### config.mk
export PLATFORM = sky130hd
export DESIGN_NAME = octal_dac_spi_frame_writer_core
export DESIGN_NICKNAME = d
export VERILOG_FILES = /design/src/rtl/core/odsfw_pkg.sv /design/src/rtl/core/odsfw_front.sv /design/src/rtl/core/odsfw_queue.sv /design/src/rtl/core/odsfw_back.sv /design/src/rtl/core/octal_dac_spi_frame_writer_core.sv
export SDC_FILE = /design/constraint.sdc
export NUM_CORES = 1
export LEC_CHECK = 0
export ABC_AREA = 1
export BUFFER_PORTS_ARGS = -buffer_cell sky130_fd_sc_hd__buf_2
export CAP_MARGIN = 0
export CORE_MARGIN = 2
export CORE_UTILIZATION = 60
export DETAILED_ROUTE_END_ITERATION = 12
export GPL_TIMING_DRIVEN = 1
export PLACE_DENSITY = 0.81
export SLEW_MARGIN = 20
export SYNTH_ARGS = -nofsm -noshare
export SYNTH_HDL_FRONTEND = slang
export SYNTH_SLANG_ARGS = --single-unit
### constraint.sdc
create_clock -name clk_i -period 12.55 [get_ports clk_i]
set_clock_uncertainty 0.2 [all_clocks]
set_input_delay 2.51 -clock clk_i [delete_from_list [all_inputs] [get_ports clk_i]]
set_output_delay 2.51 -clock clk_i [all_outputs]
set_load 0.01 [all_outputs]
### src/rtl/core/odsfw_pkg.sv
// Shared types, command codes and frame constants for the octal DAC SPI frame writer.
package odsfw_pkg;

  // Default build parameters.
  localparam int CHANNELS_DEF    = 8;
  localparam int FRAME_BITS_DEF  = 32;
  localparam int QUEUE_DEPTH_DEF = 2;

  // Frame word as built by the front end, before alignment to FRAME_BITS.
  localparam int FRAME_WORD = 32;

  // Field widths.
  localparam int CMD_W   = 3;
  localparam int CHAN_W  = 4;
  localparam int VALUE_W = 32;
  localparam int CODE_W  = 16;
  localparam int PC_W    = 8;
  localparam int FEAT_W  = 4;

  // Configuration port.
  localparam int APB_ADDR_W = 3;
  localparam int APB_DATA_W = 32;
  localparam logic REG_PREFIX_CONTROL = 1'b0;
  localparam logic REG_FEATURE_BITS   = 1'b1;
  localparam logic [PC_W-1:0]   PREFIX_CONTROL_RST = 8'h03;
  localparam logic [FEAT_W-1:0] FEATURE_BITS_RST   = 4'h0;

  // Command codes.
  localparam logic [CMD_W-1:0] CMD_WRITE_CODE = 3'd0;
  localparam logic [CMD_W-1:0] CMD_WRITE_VOLT = 3'd1;
  localparam logic [CMD_W-1:0] CMD_RESET      = 3'd2;
  localparam logic [CMD_W-1:0] CMD_POWER_UP   = 3'd3;
  localparam logic [CMD_W-1:0] CMD_INT_REF    = 3'd4;

  // Fixed frames.
  localparam logic [FRAME_WORD-1:0] FRAME_RESET    = 32'h0700_0000;
  localparam logic [FRAME_WORD-1:0] FRAME_POWER_UP = 32'h0400_00FF;
  localparam logic [FRAME_WORD-1:0] FRAME_INT_REF  = 32'h0800_0001;

  // Code conversion constants.
  localparam logic [CODE_W-1:0]         CODE_MAX        = 16'hFFFF;
  localparam logic signed [VALUE_W-1:0] CODE_MAX_S      = 32'sd65535;
  localparam logic signed [VALUE_W-1:0] Q16_FIVE_VOLTS  = 32'sd327680;

  // Voltage path: y = (v * 131070 + 327680) >> 16, code = floor(y / 10).
  localparam int VOLT_W   = 19;   // v < 327680
  localparam int PROD_W   = 36;   // v * 131070 + 327680
  localparam int Y_W      = 20;   // y < 655360
  localparam int RECIP_W  = 20;
  localparam logic [RECIP_W-1:0] RECIP_DIV10 = 20'd838860;  // floor(2^23 / 10)
  localparam int RECIP_SHIFT = 23;

  typedef struct packed {
    logic [PC_W-1:0]   prefix_control;
    logic [FEAT_W-1:0] feature_bits;
  } cfg_t;

  typedef struct packed {
    logic                  valid;
    logic [FRAME_WORD-1:0] frame;
  } frame_req_t;

endpackage

### src/rtl/core/odsfw_front.sv
// Front end: accepts requests, drops invalid ones, converts codes and builds frames.
module odsfw_front
  import odsfw_pkg::*;
#(
  parameter int CHANNELS = CHANNELS_DEF
) (
  input  logic                      clk_i,
  input  logic                      rst_ni,
  input  cfg_t                      cfg_i,
  input  logic                      in_valid_i,
  output logic                      in_stall_o,
  input  logic [CMD_W-1:0]          command_i,
  input  logic [CHAN_W-1:0]         channel_i,
  input  logic signed [VALUE_W-1:0] value_i,
  output frame_req_t                push_o,
  input  logic                      push_ready_i
);

  localparam logic [CHAN_W:0] CHAN_LIMIT = (CHAN_W+1)'(CHANNELS);
  localparam logic [PROD_W-1:0] VOLT_OFFSET = PROD_W'(327680);

  // Stage 1 registers.
  logic                v1_q, v1_d;
  logic [CMD_W-1:0]    cmd1_q;
  logic [CHAN_W-1:0]   chan1_q;
  logic [CODE_W-1:0]   code1_q, code1_d;
  logic [Y_W-1:0]      y1_q;
  logic                div1_q, div1_d;

  // Stage 2 registers.
  logic                v2_q, v2_d;
  logic [CMD_W-1:0]    cmd2_q;
  logic [CHAN_W-1:0]   chan2_q;
  logic [CODE_W-1:0]   code2_q;
  logic [Y_W-1:0]      y2_q;
  logic [CODE_W-1:0]   q0_2_q;
  logic                div2_q;

  logic ready1, ready2, accept, keep, chan_ok, is_chan_cmd, is_fixed;
  logic val_pos, volt_sat;
  logic [VOLT_W-1:0]          vv;
  logic [PROD_W-1:0]          x;
  logic [Y_W+RECIP_W-1:0]     prod;
  logic [Y_W-1:0]             ten_q, rem;
  logic [CODE_W-1:0]          code_div, code_fin;
  logic [FRAME_WORD-1:0]      frame;

  assign ready2     = !v2_q || push_ready_i;
  assign ready1     = !v1_q || ready2;
  assign in_stall_o = !ready1;
  assign accept     = in_valid_i && !in_stall_o;

  assign is_chan_cmd = (command_i == CMD_WRITE_CODE) || (command_i == CMD_WRITE_VOLT);
  assign is_fixed    = (command_i == CMD_RESET) || (command_i == CMD_POWER_UP) ||
                       (command_i == CMD_INT_REF);
  assign chan_ok     = {1'b0, channel_i} < CHAN_LIMIT;
  assign keep        = is_fixed || (is_chan_cmd && chan_ok);

  // Classification of the value for both channel write commands.
  assign val_pos  = value_i > 32'sd0;
  assign volt_sat = value_i >= Q16_FIVE_VOLTS;
  assign vv       = value_i[VOLT_W-1:0];
  assign x = ({{(PROD_W-VOLT_W){1'b0}}, vv} << 17) -
             ({{(PROD_W-VOLT_W){1'b0}}, vv} << 1) + VOLT_OFFSET;

  always_comb begin
    div1_d  = 1'b0;
    code1_d = '0;
    if (command_i == CMD_WRITE_CODE) begin
      if (value_i >= CODE_MAX_S) begin
        code1_d = CODE_MAX;
      end else if (val_pos) begin
        code1_d = value_i[CODE_W-1:0];
      end
    end else begin
      if (val_pos && volt_sat) begin
        code1_d = CODE_MAX;
      end
      div1_d = val_pos && !volt_sat;
    end
  end

  assign v1_d = ready1 ? (accept && keep) : v1_q;
  assign v2_d = ready2 ? v1_q : v2_q;

  always_ff @(posedge clk_i or negedge rst_ni) begin
    if (!rst_ni) begin
      v1_q <= 1'b0;
      v2_q <= 1'b0;
    end else begin
      v1_q <= v1_d;
      v2_q <= v2_d;
    end
  end

  // Reciprocal multiply for the divide by ten.
  assign prod = y1_q * RECIP_DIV10;

  always_ff @(posedge clk_i) begin
    if (accept) begin
      cmd1_q  <= command_i;
      chan1_q <= channel_i;
      code1_q <= code1_d;
      y1_q    <= x[PROD_W-1:PROD_W-Y_W];
      div1_q  <= div1_d;
    end
    if (v1_q && ready2) begin
      cmd2_q  <= cmd1_q;
      chan2_q <= chan1_q;
      code2_q <= code1_q;
      y2_q    <= y1_q;
      q0_2_q  <= prod[RECIP_SHIFT+CODE_W-1:RECIP_SHIFT];
      div2_q  <= div1_q;
    end
  end

  // The reciprocal quotient is low by at most one; one compare fixes it.
  assign ten_q    = ({{(Y_W-CODE_W){1'b0}}, q0_2_q} << 3) +
                    ({{(Y_W-CODE_W){1'b0}}, q0_2_q} << 1);
  assign rem      = y2_q - ten_q;
  assign code_div = (rem >= Y_W'(10)) ? (q0_2_q + CODE_W'(1)) : q0_2_q;
  assign code_fin = div2_q ? code_div : code2_q;

  always_comb begin
    case (cmd2_q)
      CMD_WRITE_CODE, CMD_WRITE_VOLT: begin
        frame = {cfg_i.prefix_control, chan2_q, code_fin, cfg_i.feature_bits};
      end
      CMD_RESET:    frame = FRAME_RESET;
      CMD_POWER_UP: frame = FRAME_POWER_UP;
      CMD_INT_REF:  frame = FRAME_INT_REF;
      default:      frame = '0;
    endcase
  end

  assign push_o.valid = v2_q;
  assign push_o.frame = frame;

`ifndef SYNTHESIS
  a_div_rem_range: assert property (@(posedge clk_i) disable iff (!rst_ni)
    (v2_q && div2_q) |-> (rem < Y_W'(20)))
    else $error("divide by ten correction out of range");
`endif

endmodule

### src/rtl/core/odsfw_queue.sv
// Short frame queue between the front end and the serializer.
module odsfw_queue
  import odsfw_pkg::*;
#(
  parameter int DEPTH = QUEUE_DEPTH_DEF
) (
  input  logic                  clk_i,
  input  logic                  rst_ni,
  input  frame_req_t            push_i,
  output logic                  push_ready_o,
  input  logic                  pop_i,
  output logic                  valid_o,
  output logic [FRAME_WORD-1:0] frame_o
);

  localparam int PTR_W = (DEPTH > 1) ? $clog2(DEPTH) : 1;
  localparam int CNT_W = $clog2(DEPTH + 1);
  localparam logic [PTR_W-1:0] LAST_PTR = PTR_W'(DEPTH - 1);
  localparam logic [CNT_W-1:0] FULL_CNT = CNT_W'(DEPTH);

  logic [FRAME_WORD-1:0] entries_q [DEPTH];
  logic [PTR_W-1:0]      wr_ptr_q, wr_ptr_d, rd_ptr_q, rd_ptr_d;
  logic [CNT_W-1:0]      count_q, count_d;
  logic                  push_fire, pop_fire;

  assign push_ready_o = count_q != FULL_CNT;
  assign valid_o      = count_q != '0;
  assign frame_o      = entries_q[rd_ptr_q];
  assign push_fire    = push_i.valid && push_ready_o;
  assign pop_fire     = pop_i && valid_o;

  always_comb begin
    wr_ptr_d = wr_ptr_q;
    rd_ptr_d = rd_ptr_q;
    count_d  = count_q;
    if (push_fire) begin
      wr_ptr_d = (wr_ptr_q == LAST_PTR) ? '0 : wr_ptr_q + PTR_W'(1);
    end
    if (pop_fire) begin
      rd_ptr_d = (rd_ptr_q == LAST_PTR) ? '0 : rd_ptr_q + PTR_W'(1);
    end
    if (push_fire && !pop_fire) begin
      count_d = count_q + CNT_W'(1);
    end else if (pop_fire && !push_fire) begin
      count_d = count_q - CNT_W'(1);
    end
  end

  always_ff @(posedge clk_i or negedge rst_ni) begin
    if (!rst_ni) begin
      wr_ptr_q <= '0;
      rd_ptr_q <= '0;
      count_q  <= '0;
    end else begin
      wr_ptr_q <= wr_ptr_d;
      rd_ptr_q <= rd_ptr_d;
      count_q  <= count_d;
    end
  end

  always_ff @(posedge clk_i) begin
    if (push_fire) begin
      entries_q[wr_ptr_q] <= push_i.frame;
    end
  end

`ifndef SYNTHESIS
  a_count_bound: assert property (@(posedge clk_i) disable iff (!rst_ni)
    count_q <= FULL_CNT)
    else $error("queue count above depth");
`endif

endmodule

### src/rtl/core/odsfw_back.sv
// Serializer: shifts frames out one bit per item, most significant bit first.
module odsfw_back
  import odsfw_pkg::*;
#(
  parameter int FRAME_BITS = FRAME_BITS_DEF
) (
  input  logic                  clk_i,
  input  logic                  rst_ni,
  input  logic                  q_valid_i,
  input  logic [FRAME_WORD-1:0] q_frame_i,
  output logic                  q_pop_o,
  output logic                  out_valid_o,
  input  logic                  out_stall_i,
  output logic                  data_bit_o,
  output logic                  last_bit_o
);

  localparam int CNT_W = $clog2(FRAME_BITS);
  localparam int ALIGN = FRAME_WORD - FRAME_BITS;
  localparam logic [CNT_W-1:0] CNT_LOAD = CNT_W'(FRAME_BITS - 1);

  logic                  busy_q, busy_d;
  logic [CNT_W-1:0]      cnt_q, cnt_d;
  logic [FRAME_WORD-1:0] shift_q, shift_d;
  logic                  take, need_load;

  assign out_valid_o = busy_q;
  assign data_bit_o  = shift_q[FRAME_WORD-1];
  assign last_bit_o  = cnt_q == '0;

  assign take      = busy_q && !out_stall_i;
  assign need_load = !busy_q || (take && (cnt_q == '0));
  assign q_pop_o   = need_load && q_valid_i;

  always_comb begin
    busy_d  = busy_q;
    cnt_d   = cnt_q;
    shift_d = shift_q;
    if (q_pop_o) begin
      busy_d  = 1'b1;
      cnt_d   = CNT_LOAD;
      shift_d = q_frame_i << ALIGN;
    end else if (need_load) begin
      busy_d = 1'b0;
    end else if (take) begin
      cnt_d   = cnt_q - CNT_W'(1);
      shift_d = shift_q << 1;
    end
  end

  always_ff @(posedge clk_i or negedge rst_ni) begin
    if (!rst_ni) begin
      busy_q <= 1'b0;
      cnt_q  <= '0;
    end else begin
      busy_q <= busy_d;
      cnt_q  <= cnt_d;
    end
  end

  always_ff @(posedge clk_i) begin
    shift_q <= shift_d;
  end

`ifndef SYNTHESIS
  a_frame_continues: assert property (@(posedge clk_i) disable iff (!rst_ni)
    (busy_q && !out_stall_i && (cnt_q != '0)) |=> busy_q)
    else $error("frame ended before its last bit");
  a_cnt_bound: assert property (@(posedge clk_i) disable iff (!rst_ni)
    busy_q |-> (cnt_q <= CNT_LOAD))
    else $error("bit counter above frame length");
`endif

endmodule

### src/rtl/core/octal_dac_spi_frame_writer_core.sv
// Top level of the octal DAC SPI frame writer: configuration registers and block wiring.
//
// Each accepted request item is turned into one serial DAC frame that leaves on the output
// channel as FRAME_BITS items (32 by default), one data bit per item, most significant bit
// first, with last_bit_o set on the final bit. Channel writes (code or voltage) form the frame
// from prefix_control, the channel number, the 16-bit code and feature_bits; the reset,
// power-up-all and internal-reference commands send fixed frames. A channel write to a channel
// at or above CHANNELS, or an unknown command, is accepted but produces no items.
// The serializer sends one bit per clock while the output is not stalled, and frames follow
// one another without a gap while the queue holds the next one; that one bit per clock shift
// register is what limits the sustained request rate. The front end registers a request in
// stage 1, the reciprocal multiply for the voltage divide in stage 2, then corrects and
// assembles the frame on the way into the queue, and keeps taking requests while the
// serializer is busy until its QUEUE_DEPTH-entry frame queue and its two stages are full.
// prefix_control (address 0, reset 0x03) and feature_bits (address 4, reset 0x0) are written
// through the APB port and should only change while no frame is in flight.
module octal_dac_spi_frame_writer_core
  import odsfw_pkg::*;
#(
  parameter int CHANNELS    = CHANNELS_DEF,
  parameter int FRAME_BITS  = FRAME_BITS_DEF,
  parameter int QUEUE_DEPTH = QUEUE_DEPTH_DEF
) (
  input  logic                      clk_i,
  input  logic                      rst_ni,
  // APB configuration port.
  input  logic                      psel,
  input  logic                      penable,
  input  logic                      pwrite,
  input  logic [APB_ADDR_W-1:0]     paddr,
  input  logic [APB_DATA_W-1:0]     pwdata,
  output logic [APB_DATA_W-1:0]     prdata,
  output logic                      pready,
  // Request items.
  input  logic                      in_valid_i,
  output logic                      in_stall_o,
  input  logic [CMD_W-1:0]          command_i,
  input  logic [CHAN_W-1:0]         channel_i,
  input  logic signed [VALUE_W-1:0] value_i,
  // Frame bit items.
  output logic                      out_valid_o,
  input  logic                      out_stall_i,
  output logic                      data_bit_o,
  output logic                      last_bit_o
);

  cfg_t                  cfg_q, cfg_d;
  logic                  cfg_write;
  logic                  reg_idx;
  frame_req_t            push;
  logic                  push_ready;
  logic                  q_valid, q_pop;
  logic [FRAME_WORD-1:0] q_frame;

  // The port never inserts wait states.
  assign pready    = 1'b1;
  assign reg_idx   = paddr[2];
  assign cfg_write = psel && penable && pwrite && pready;

  always_comb begin
    cfg_d = cfg_q;
    if (cfg_write) begin
      case (reg_idx)
        REG_PREFIX_CONTROL: cfg_d.prefix_control = pwdata[PC_W-1:0];
        REG_FEATURE_BITS:   cfg_d.feature_bits   = pwdata[FEAT_W-1:0];
        default:            cfg_d = cfg_q;
      endcase
    end
  end

  always_ff @(posedge clk_i or negedge rst_ni) begin
    if (!rst_ni) begin
      cfg_q.prefix_control <= PREFIX_CONTROL_RST;
      cfg_q.feature_bits   <= FEATURE_BITS_RST;
    end else begin
      cfg_q <= cfg_d;
    end
  end

  // Reads return the register value, zero-extended to the bus width.
  always_comb begin
    case (reg_idx)
      REG_PREFIX_CONTROL: prdata = {{(APB_DATA_W-PC_W){1'b0}}, cfg_q.prefix_control};
      REG_FEATURE_BITS:   prdata = {{(APB_DATA_W-FEAT_W){1'b0}}, cfg_q.feature_bits};
      default:            prdata = '0;
    endcase
  end

  // The front end classifies requests and produces complete frames.
  odsfw_front #(
    .CHANNELS (CHANNELS)
  ) u_front (
    .clk_i        (clk_i),
    .rst_ni       (rst_ni),
    .cfg_i        (cfg_q),
    .in_valid_i   (in_valid_i),
    .in_stall_o   (in_stall_o),
    .command_i    (command_i),
    .channel_i    (channel_i),
    .value_i      (value_i),
    .push_o       (push),
    .push_ready_i (push_ready)
  );

  // The queue lets the front end keep accepting while a frame is being shifted.
  odsfw_queue #(
    .DEPTH (QUEUE_DEPTH)
  ) u_queue (
    .clk_i        (clk_i),
    .rst_ni       (rst_ni),
    .push_i       (push),
    .push_ready_o (push_ready),
    .pop_i        (q_pop),
    .valid_o      (q_valid),
    .frame_o      (q_frame)
  );

  // The serializer drives the output items straight from its registers.
  odsfw_back #(
    .FRAME_BITS (FRAME_BITS)
  ) u_back (
    .clk_i       (clk_i),
    .rst_ni      (rst_ni),
    .q_valid_i   (q_valid),
    .q_frame_i   (q_frame),
    .q_pop_o     (q_pop),
    .out_valid_o (out_valid_o),
    .out_stall_i (out_stall_i),
    .data_bit_o  (data_bit_o),
    .last_bit_o  (last_bit_o)
  );

endmodule

### Word level (Yosys, flattened, before mapping)

Memories as Yosys holds them, arrays and structs flattened.
Index checks and enable logic that the tools add are counted.

* bits in read-only memories: 0
* memories kept: 1
* memory bits (writable): 64
* bits in registers: 160
* latch bits: 0
* logic and storage cells: 112
* input bits: 81

Memory list
* u_queue.entries_q: depth 2, width 32, rd ports 1, clocked after memory_dff 0, wr ports 1, RTL line odsfw_queue.sv:21 `logic [FRAME_WORD-1:0] entries_q [DEPTH];`

* multiplexer cells: 22
* $add $sub $neg: 10
* reductions and logical operators: 41
* shifts and indexed selects: 0
* magnitude comparators: 5
* eq/ne operators: 10
* divide/modulo/power cells: 0
* $mul: 1
* bitwise logic cells: 1

Operator list (number)
* case mux 32 bit (4 select lines): 1
* 2-to-1 mux 16 bit: 6
* 2-to-1 mux 32 bit: 3
* case mux 32 bit (2 select lines): 1
* multiplier 20 x 18 -> 37 bit, second input constant: 1
* adder 36 x 19 -> 36 bit, second input constant: 1
* subtractor 36 x 20 -> 36 bit: 1
* greater-or-equal comparator 32 x 17 -> 1 bit, second input constant: 1
* greater-or-equal comparator 32 x 20 -> 1 bit, second input constant: 1
* > comparator 32 x 1 -> 1 bit, second input constant: 1
* adder 19 x 17 -> 20 bit: 1
* greater-or-equal comparator 20 x 4 -> 1 bit, second input constant: 1
* subtractor 20 bit: 1
* adder 16 x 1 -> 16 bit, second input constant: 1
* logical AND 1 bit: 15
* 2-to-1 mux 5 bit: 3
* == test 3 x 2 -> 1 bit, second input constant: 4
* logical NOT 1 bit: 8
* nonzero test 2 bit: 4
* logical OR 1 bit: 7
* == test 3 x 1 -> 1 bit, second input constant: 2
* == test 3 bit, second input constant: 2
* logical NOT 3 bit: 2
* 2-to-1 mux 1 bit: 6
* 11 further kinds: 16

### Longest topological paths before layout

Gate-level depths: netlist of run 1.

* depth after elaboration: 9
* depth in mapped cells: 22

### Modules after synthesis

A second synthesis of run 1 with hierarchy kept.

* cell total of the unflattened synthesis: 2163
* area total of the unflattened synthesis: 19266.0 um^2

Modules (own cells, without submodules)
* odsfw_front: sequential area each 3173.0 um^2, cells each 1685, instances 1, area an instance 14039.7 um^2
* odsfw_queue: sequential area each 2021.9 um^2, cells each 196, instances 1, area an instance 2657.5 um^2
* odsfw_back: sequential area each 1111.1 um^2, cells each 178, instances 1, area an instance 1757.9 um^2
* octal_dac_spi_frame_writer_core: sequential area each 302.8 um^2, cells each 104, instances 1, area an instance 810.8 um^2

### Worst setup path after synthesis of run 1

Ideal clock, no wire load.

* kind: input port to output port
* start: input port paddr[2]
* end: output port prdata[1]
* arrival time: 2992 ps
* stages on the path: 2
* setup slack: 6848 ps
* buffers on the path: 1
* path through: clkbuf_1 o21ai_0

* longest elaborated chain between the ends: 2

Ends and longest elaborated chain
* from (decl): RTL line octal_dac_spi_frame_writer_core.sv:30 `input logic [APB_ADDR_W-1:0] paddr,`
* NOT 1 bit (no source line)
* case mux 32 bit (2 select lines) *: RTL line octal_dac_spi_frame_writer_core.sv:82 `case (reg_idx)`
* to (decl): RTL line octal_dac_spi_frame_writer_core.sv:32 `output logic [APB_DATA_W-1:0] prdata,`

Every way passes the cells marked *; elsewhere a longest branch is shown, timed or not. The select of a mux whose other input is x is not followed.

### Worst setup path after layout of run 1

* start: register u_front.y1_q[8]
* end: register u_front.q0_2_q[15] (data pin)

* longest elaborated chain between the ends: 1

Ends and longest elaborated chain
* from (decl): RTL line odsfw_front.sv:27 `logic [Y_W-1:0] y1_q;`
* from (signal assigned): RTL line odsfw_front.sv:104 `y1_q <= x[PROD_W-1:PROD_W-Y_W];`
* multiplier 20 x 18 -> 37 bit: RTL line odsfw_front.sv:97 `assign prod = y1_q * RECIP_DIV10;`
* named net u_front.prod[38]: RTL line odsfw_front.sv:43 `logic [Y_W+RECIP_W-1:0] prod;`
* to (signal assigned): RTL line odsfw_front.sv:112 `q0_2_q <= prod[RECIP_SHIFT+CODE_W-1:RECIP_SHIFT];`
* to (decl): RTL line odsfw_front.sv:36 `logic [CODE_W-1:0] q0_2_q;`

The timed path passes the listed nets, and every way through them passes these cells.
A chain may end at the register's enable or synchronous reset.

==> impl_metrics.ini, run 1 <==
[timing]
setup_viol = 0
period_needed_ns = 6.128
fmax_ghz = 0.1632
maxSlewViolCount = 0
timing.hold.ws_ns = 0.2161
hold_violations = 0
worst_pin_slew_ns = 1.045
rsz0062_at_grt = no
fin_crit_sh_pct = 48.83
relSlewSlack_pct = 29.92
finalSetupTns_ns = 0

[synthesis]
synthFlopType = edfxtp_1
synth-edff-count = 200
yosys.area.top_type_share_pct = 31.98
syn_inst = 2052
synth_top_cell_by_area = edfxtp_1
yosysWarnings = 0
seq_area_frac_synth_pct = 35.19
synth.avg_cell_area_um2 = 9.152
synth.cell_area_um2 = 18780
ys_ff_latch = 224
synth_area_leaders = edfxtp_1 32%, ha_1 15%, fa_1 14%
yosysUniqueCellTypes = 48
async_flop_share_pct = 10.71

[finish]
area_delta_synth_final_pct = 7.462
final_common_cell = inv_1
fin_util_pct = 65.80
fin_nets = 2554
instances_no_fill = 2532
diodes = 0
layout-drive-gt1-share_pct = 6.976
final_cell_mix = 393 x inv_1, 391 x nand2_1, 221 x ha_1

[worst_setup_path]
path_buf_inv = 4
setup.worst_path.start_class = flip-flop
crit_slowest_cell = edfxtp_1
critPathTopFamily = adder cells
crit_top_cell = fa_1
crit_path_max_fanout = 6
endpoint_kind = flip-flop
crit_type = reg2reg
slowest_delay_ns = 0.59
path_cells = ha_1 > inv_1 > fa_1 > fa_1 > fa_1 > inv_1 > fa_1 > inv_1 > fa_1 > inv_1 > ha_1 > a21oi_1 > o21ai_0 > nor2_1 > nor2_1 > a211oi_1 > o21ai_0 > xor2_1
worstPathRequired_ns = 12.59
worstPathArrival_ns = 6.17

[routing]
via_count = 14090
wl_per_cell_um = 17.27
routed_wirelength_um = 43720
via_per_inst = 5.564
drt_iter0_drc = 1101
first_pass_iters = 6
drtAntennaViolNets = 0
drc = 0

[floorplan]
die-area_um2 = 32730
core-area_um2 = 30670
dieHeight_um = 180.9
die_width_um = 180.9
start_util_pct = 61.23
boundaryPins = 118
row_count = 64

[clocking]
holdBufCountCts = 0
cts-root-buf = clkbuf_16
cts_tree = built
cts.sinks = 224
clockBufferDepth = 3
cts_setup_buffers = 0
clk_pin_slew_ns = 0.06
insertion_delay_ns = 0.51
post_cts_resized = 0
numCtsBuffers = 23
htreeDepth = 1

[placement]
hpwl_um = 34560
place.gp.congestion = 1.005
dp.cells = 2491
io_buffers = 66

[grt]
grt_pass1_vias = 14050
grt_overflow_total = 0
grt_use_total_pct = 26.69
grt_pass1_wl_um = 69940
grt_max_degree = 66
antenna_found_initial = 0

[status]
outcome = completed

[worst_hold_path]
hold_class = reg2reg

[run]
maxCapViolCount = 0
[cell type report]
type                            count  area (µm²)
Fill cell                        2347       10490
Multi-Input combinational cell   1398       10450
Timing Repair Buffer               74       397.9
Tap cell                          396       495.5
Sequential cell                   224        6609
Clock inverter                     16       143.9
Clock buffer                       24       579.3
Inverter                          400        1501
[per-stage QoR]
| step | setup slack, ns | cell area (µm²) |
|---|---|---|
| 2_1_floorplan | 6.848 | 18870 |
| 3_3_place_gp | 6.657 | 19440 |
| 3_5_place_dp | 6.492 | 19440 |
| 4_1_cts | 6.470 | 20170 |
| 5_1_grt | 6.215 | 20180 |
| 6_report | 6.422 | 20180 |
[path summary, 6_finish.rpt]
path | startpoint | end | slack, ns | cells past startpoint
max in group asynchronous | rst_ni | u_back.out_valid_o | 9.99 | 1
hold reg to reg | u_front.cmd1_q[2] | u_front.cmd2_q[2] | 0.22 | 0
setup reg to reg | u_front.y1_q[8] | u_front.q0_2_q[15] | 6.42 | 18
hold / removal | u_front.cmd1_q[2] | u_front.cmd2_q[2] | 0.22 | 0
setup / recovery | u_front.y1_q[8] | u_front.q0_2_q[15] | 6.42 | 18
min in group asynchronous | rst_ni | cfg_q[0] | 1.78 | 1
[layer usage]
metal | vias up | global-route usage, % | share of wire [%] | wire length (µm)
li1 | 6748 | - | - | -
met1 | 6756 | 35.04 | 41 | 17980
met2 | 479 | 46.69 | 50 | 21990
met3 | 105 | 2.701 | 5.4 | 2339
met4 | 0 | 8.516 | 3.2 | 1407
met5 | - | 0 | 0 | 0
[flip-flops by register name, summed over array words and instances (netlist names), 5 cells and up]
register,cells
u_front.code1_q,16
cfg_q,12
u_front.y1_q,20
u_queue.entries_q,64
u_back.cnt_q,5
u_back.shift_q,32
u_front.y2_q,20
u_front.code2_q,16
u_front.q0_2_q,16
[cells by family after synthesis]
group	after synthesis	share of synthesized area, %
xor gates and xnor gates	70	3.265
adders and majority gates	352	28.69
AOI/OAI and AO/OA	250	7.515
other	2	0.03999
and+or+nand+nor	701	15.61
buffers and inverters	453	9.687
DFF	224	35.19
[cells in the mapped netlist (7+ instances only)]
library cell,n
inv_1,395
nand2_1,391
ha_1,221
edfxtp_1,200
nor2_1,158
fa_1,131
a21oi_1,87
o21ai_0,80
nand3_1,72
xor2_1,61
a31oi_1,34
buf_4,27
nor3_1,27
dfrtp_1,22
nand4_1,19
clkbuf_1,17
a21oi_2,12
o21ai_1,10
xnor2_1,9
nor4_1,8
buf_2,7
Power of run 1 is left out: the tool's default activity adds up to more than one toggle a clock period on the data nets, which glitch-free logic cannot reach.
==> run 2, diff against run 1 <==
- clock period: 12.55 -> 5.7 ns (I/O delays scaled with it)
==> impl_metrics.ini, run 2 (synthesized netlist as in run 1, its figures left out) <==
[placement]
dp_slack_ns = 0.08102
dp.cells = 2517
place.gp.congestion = 0.9341
io_buffers = 66
hpwl_um = 35960

[routing]
wl_per_cell_um = 17.29
drc = 0
first_pass_iters = 5
routed_wirelength_um = 44390
via_per_inst = 5.458
drt_iter0_drc = 1056
drtAntennaViolNets = 0
via_count = 14020

[finish]
fillCellCount = 2330
layout-drive-gt1-share_pct = 9.070
fin_nets = 2588
final_cell_mix = 394 x inv_1, 389 x nand2_1, 216 x ha_1
area_delta_synth_final_pct = 9.321
largest_reg_flops = 64
diodes = 0
final_common_cell = inv_1
top_register = u_queue.entries_q
instances_no_fill = 2568
biggestRegsByFlops = u_queue.entries_q x64, u_back.shift_q x32

[floorplan]
row_count = 64
core-area_um2 = 30670
dieHeight_um = 180.9
die_width_um = 180.9
boundaryPins = 118
die-area_um2 = 32730
start_util_pct = 61.23

[clocking]
clockBufferDepth = 3
cts_tree = built
cts-root-buf = clkbuf_16
insertion_delay_ns = 0.53
htreeDepth = 1
numCtsBuffers = 23
clk_pin_slew_ns = 0.06
cts.sinks = 224

[timing]
hold_violations = 0
period_needed_ns = 5.502
worst_pin_slew_ns = 1.076
fin_crit_sh_pct = 96.52
rsz0062_at_grt = yes
setup_viol = 0
fin_ws_ns = 0.1981
fmax_ghz = 0.1818
relSlewSlack_pct = 28.16
maxSlewViolCount = 0

[worst_setup_path]
r2r_end = u_front.q0_2_q[13]
r2r_slack_ns = 0.20
crit_top_cell = fa_1
worstPathRequired_ns = 5.78
slowest_delay_ns = 0.57
setup.worst_path.start_class = flip-flop
crit_path_max_fanout = 4
crit_slowest_cell = fa_1
path_cells = buf_4 > ha_2 > xor2_2 > ha_1 > nor2_2 > fa_1 > fa_1 > fa_1 > fa_1 > inv_1 > ha_1 > a21oi_2 > inv_1 > a31oi_1 > o21ai_0 > a21oi_1 > nand2_2 > nand3_1 > nand3_1 > xor2_1
r2r-start = u_front.y1_q[3]
endpoint_kind = flip-flop
worstPathArrival_ns = 5.59
reg2regPathDepth = 20
crit_type = reg2reg

[grt]
antenna_found_initial = 0
grt_pass1_vias = 14060
grt_pass1_wl_um = 71080
grt_use_total_pct = 27.19
grt_max_degree = 66
grt_overflow_total = 0

[status]
outcome = completed

[worst_hold_path]
hold_class = reg2reg
hp-start = u_front.code1_q[14]
holdPathStages = 0
hold_end = u_front.code2_q[14]

[run]
maxCapViolCount = 0
[run 2: changes by cell type in the layout (fill, tap and decap cells not counted), sizes merged]
cell / previous run / this run
clkbuf: 24 / 26
clkinv: 15 / 12
clkinvlp: 0 / 3
buf: 74 / 108
[run 2: area by class of cell]
| class | instances | area [µm²] | area share, % |
|---|---|---|---|
| timing repair buffer | 108 | 653.1 | 3.181 |
| clock buffer | 26 | 586.8 | 2.858 |
| sequential | 224 | 6609 | 32.19 |
| inverter | 400 | 1501 | 7.314 |
| tap | 396 | 495.5 | 2.413 |
| clock inverter | 16 | 152.6 | 0.7435 |
| multi-input combinational | 1398 | 10530 | 51.30 |
[run 2: metal layers]
layer  wire length (µm)  vias to the layer above  global-route usage [%]
met5                  0                        -                       0
met2              22080                      436                   47.57
met1              18700                     6714                   35.96
met4                918                        0                   6.710
li1                   -                     6806                       -
met3               2699                       59                   3.608
[run 2: per-stage QoR]
stage | cell area, µm² | utilization [%] | setup TNS [ns] | hold WS [ns]
final | 20530 | 66.94 | 0 | 0.2177
after detailed placement | 19640 | 64.03 | 0 | 0.2045
after global routing | 20530 | 66.94 | -0.02997 | 0.2295
after CTS | 20380 | 66.44 | 0 | 0.2186
after floorplan | 18870 | - | 0 | 0.2003
after global placement | 19640 | 64.03 | 0 | 0.2056
[run 2: what timing repair did]
action	4_1_cts	5_1_grt
endpoints found under the hold margin	0	0
hold buffers	0	0
setup endpoints to repair	0	7
setup buffers	0	8
resized for setup	0	17
[run 2: critical path, delay by kind of cell, from the launching register on]
kind | cells | cell delay [ns]
fa+ha+maj | 7 | 2.90
compound gates | 4 | 0.63
flops | 1 | 0.50
simple gates | 4 | 0.45
xor+xnor | 2 | 0.30
buf+inv | 3 | 0.29
[run 2: worst max-delay path by stage]
stage                    startpoint  cells past startpoint                  to  slack, ns
detailed placement  u_front.y1_q[8]                     18  u_front.q0_2_q[15]       0.08
floorplan           u_front.y1_q[8]                     18  u_front.q0_2_q[15]       0.43
global placement    u_front.y1_q[8]                     18  u_front.q0_2_q[15]       0.18
global route        u_front.y1_q[5]                     19  u_front.q0_2_q[15]      -0.02
finish              u_front.y1_q[3]                     20  u_front.q0_2_q[13]       0.20
CTS                 u_front.y1_q[8]                     18  u_front.q0_2_q[15]       0.11
Power of run 2 is left out for the same reason.
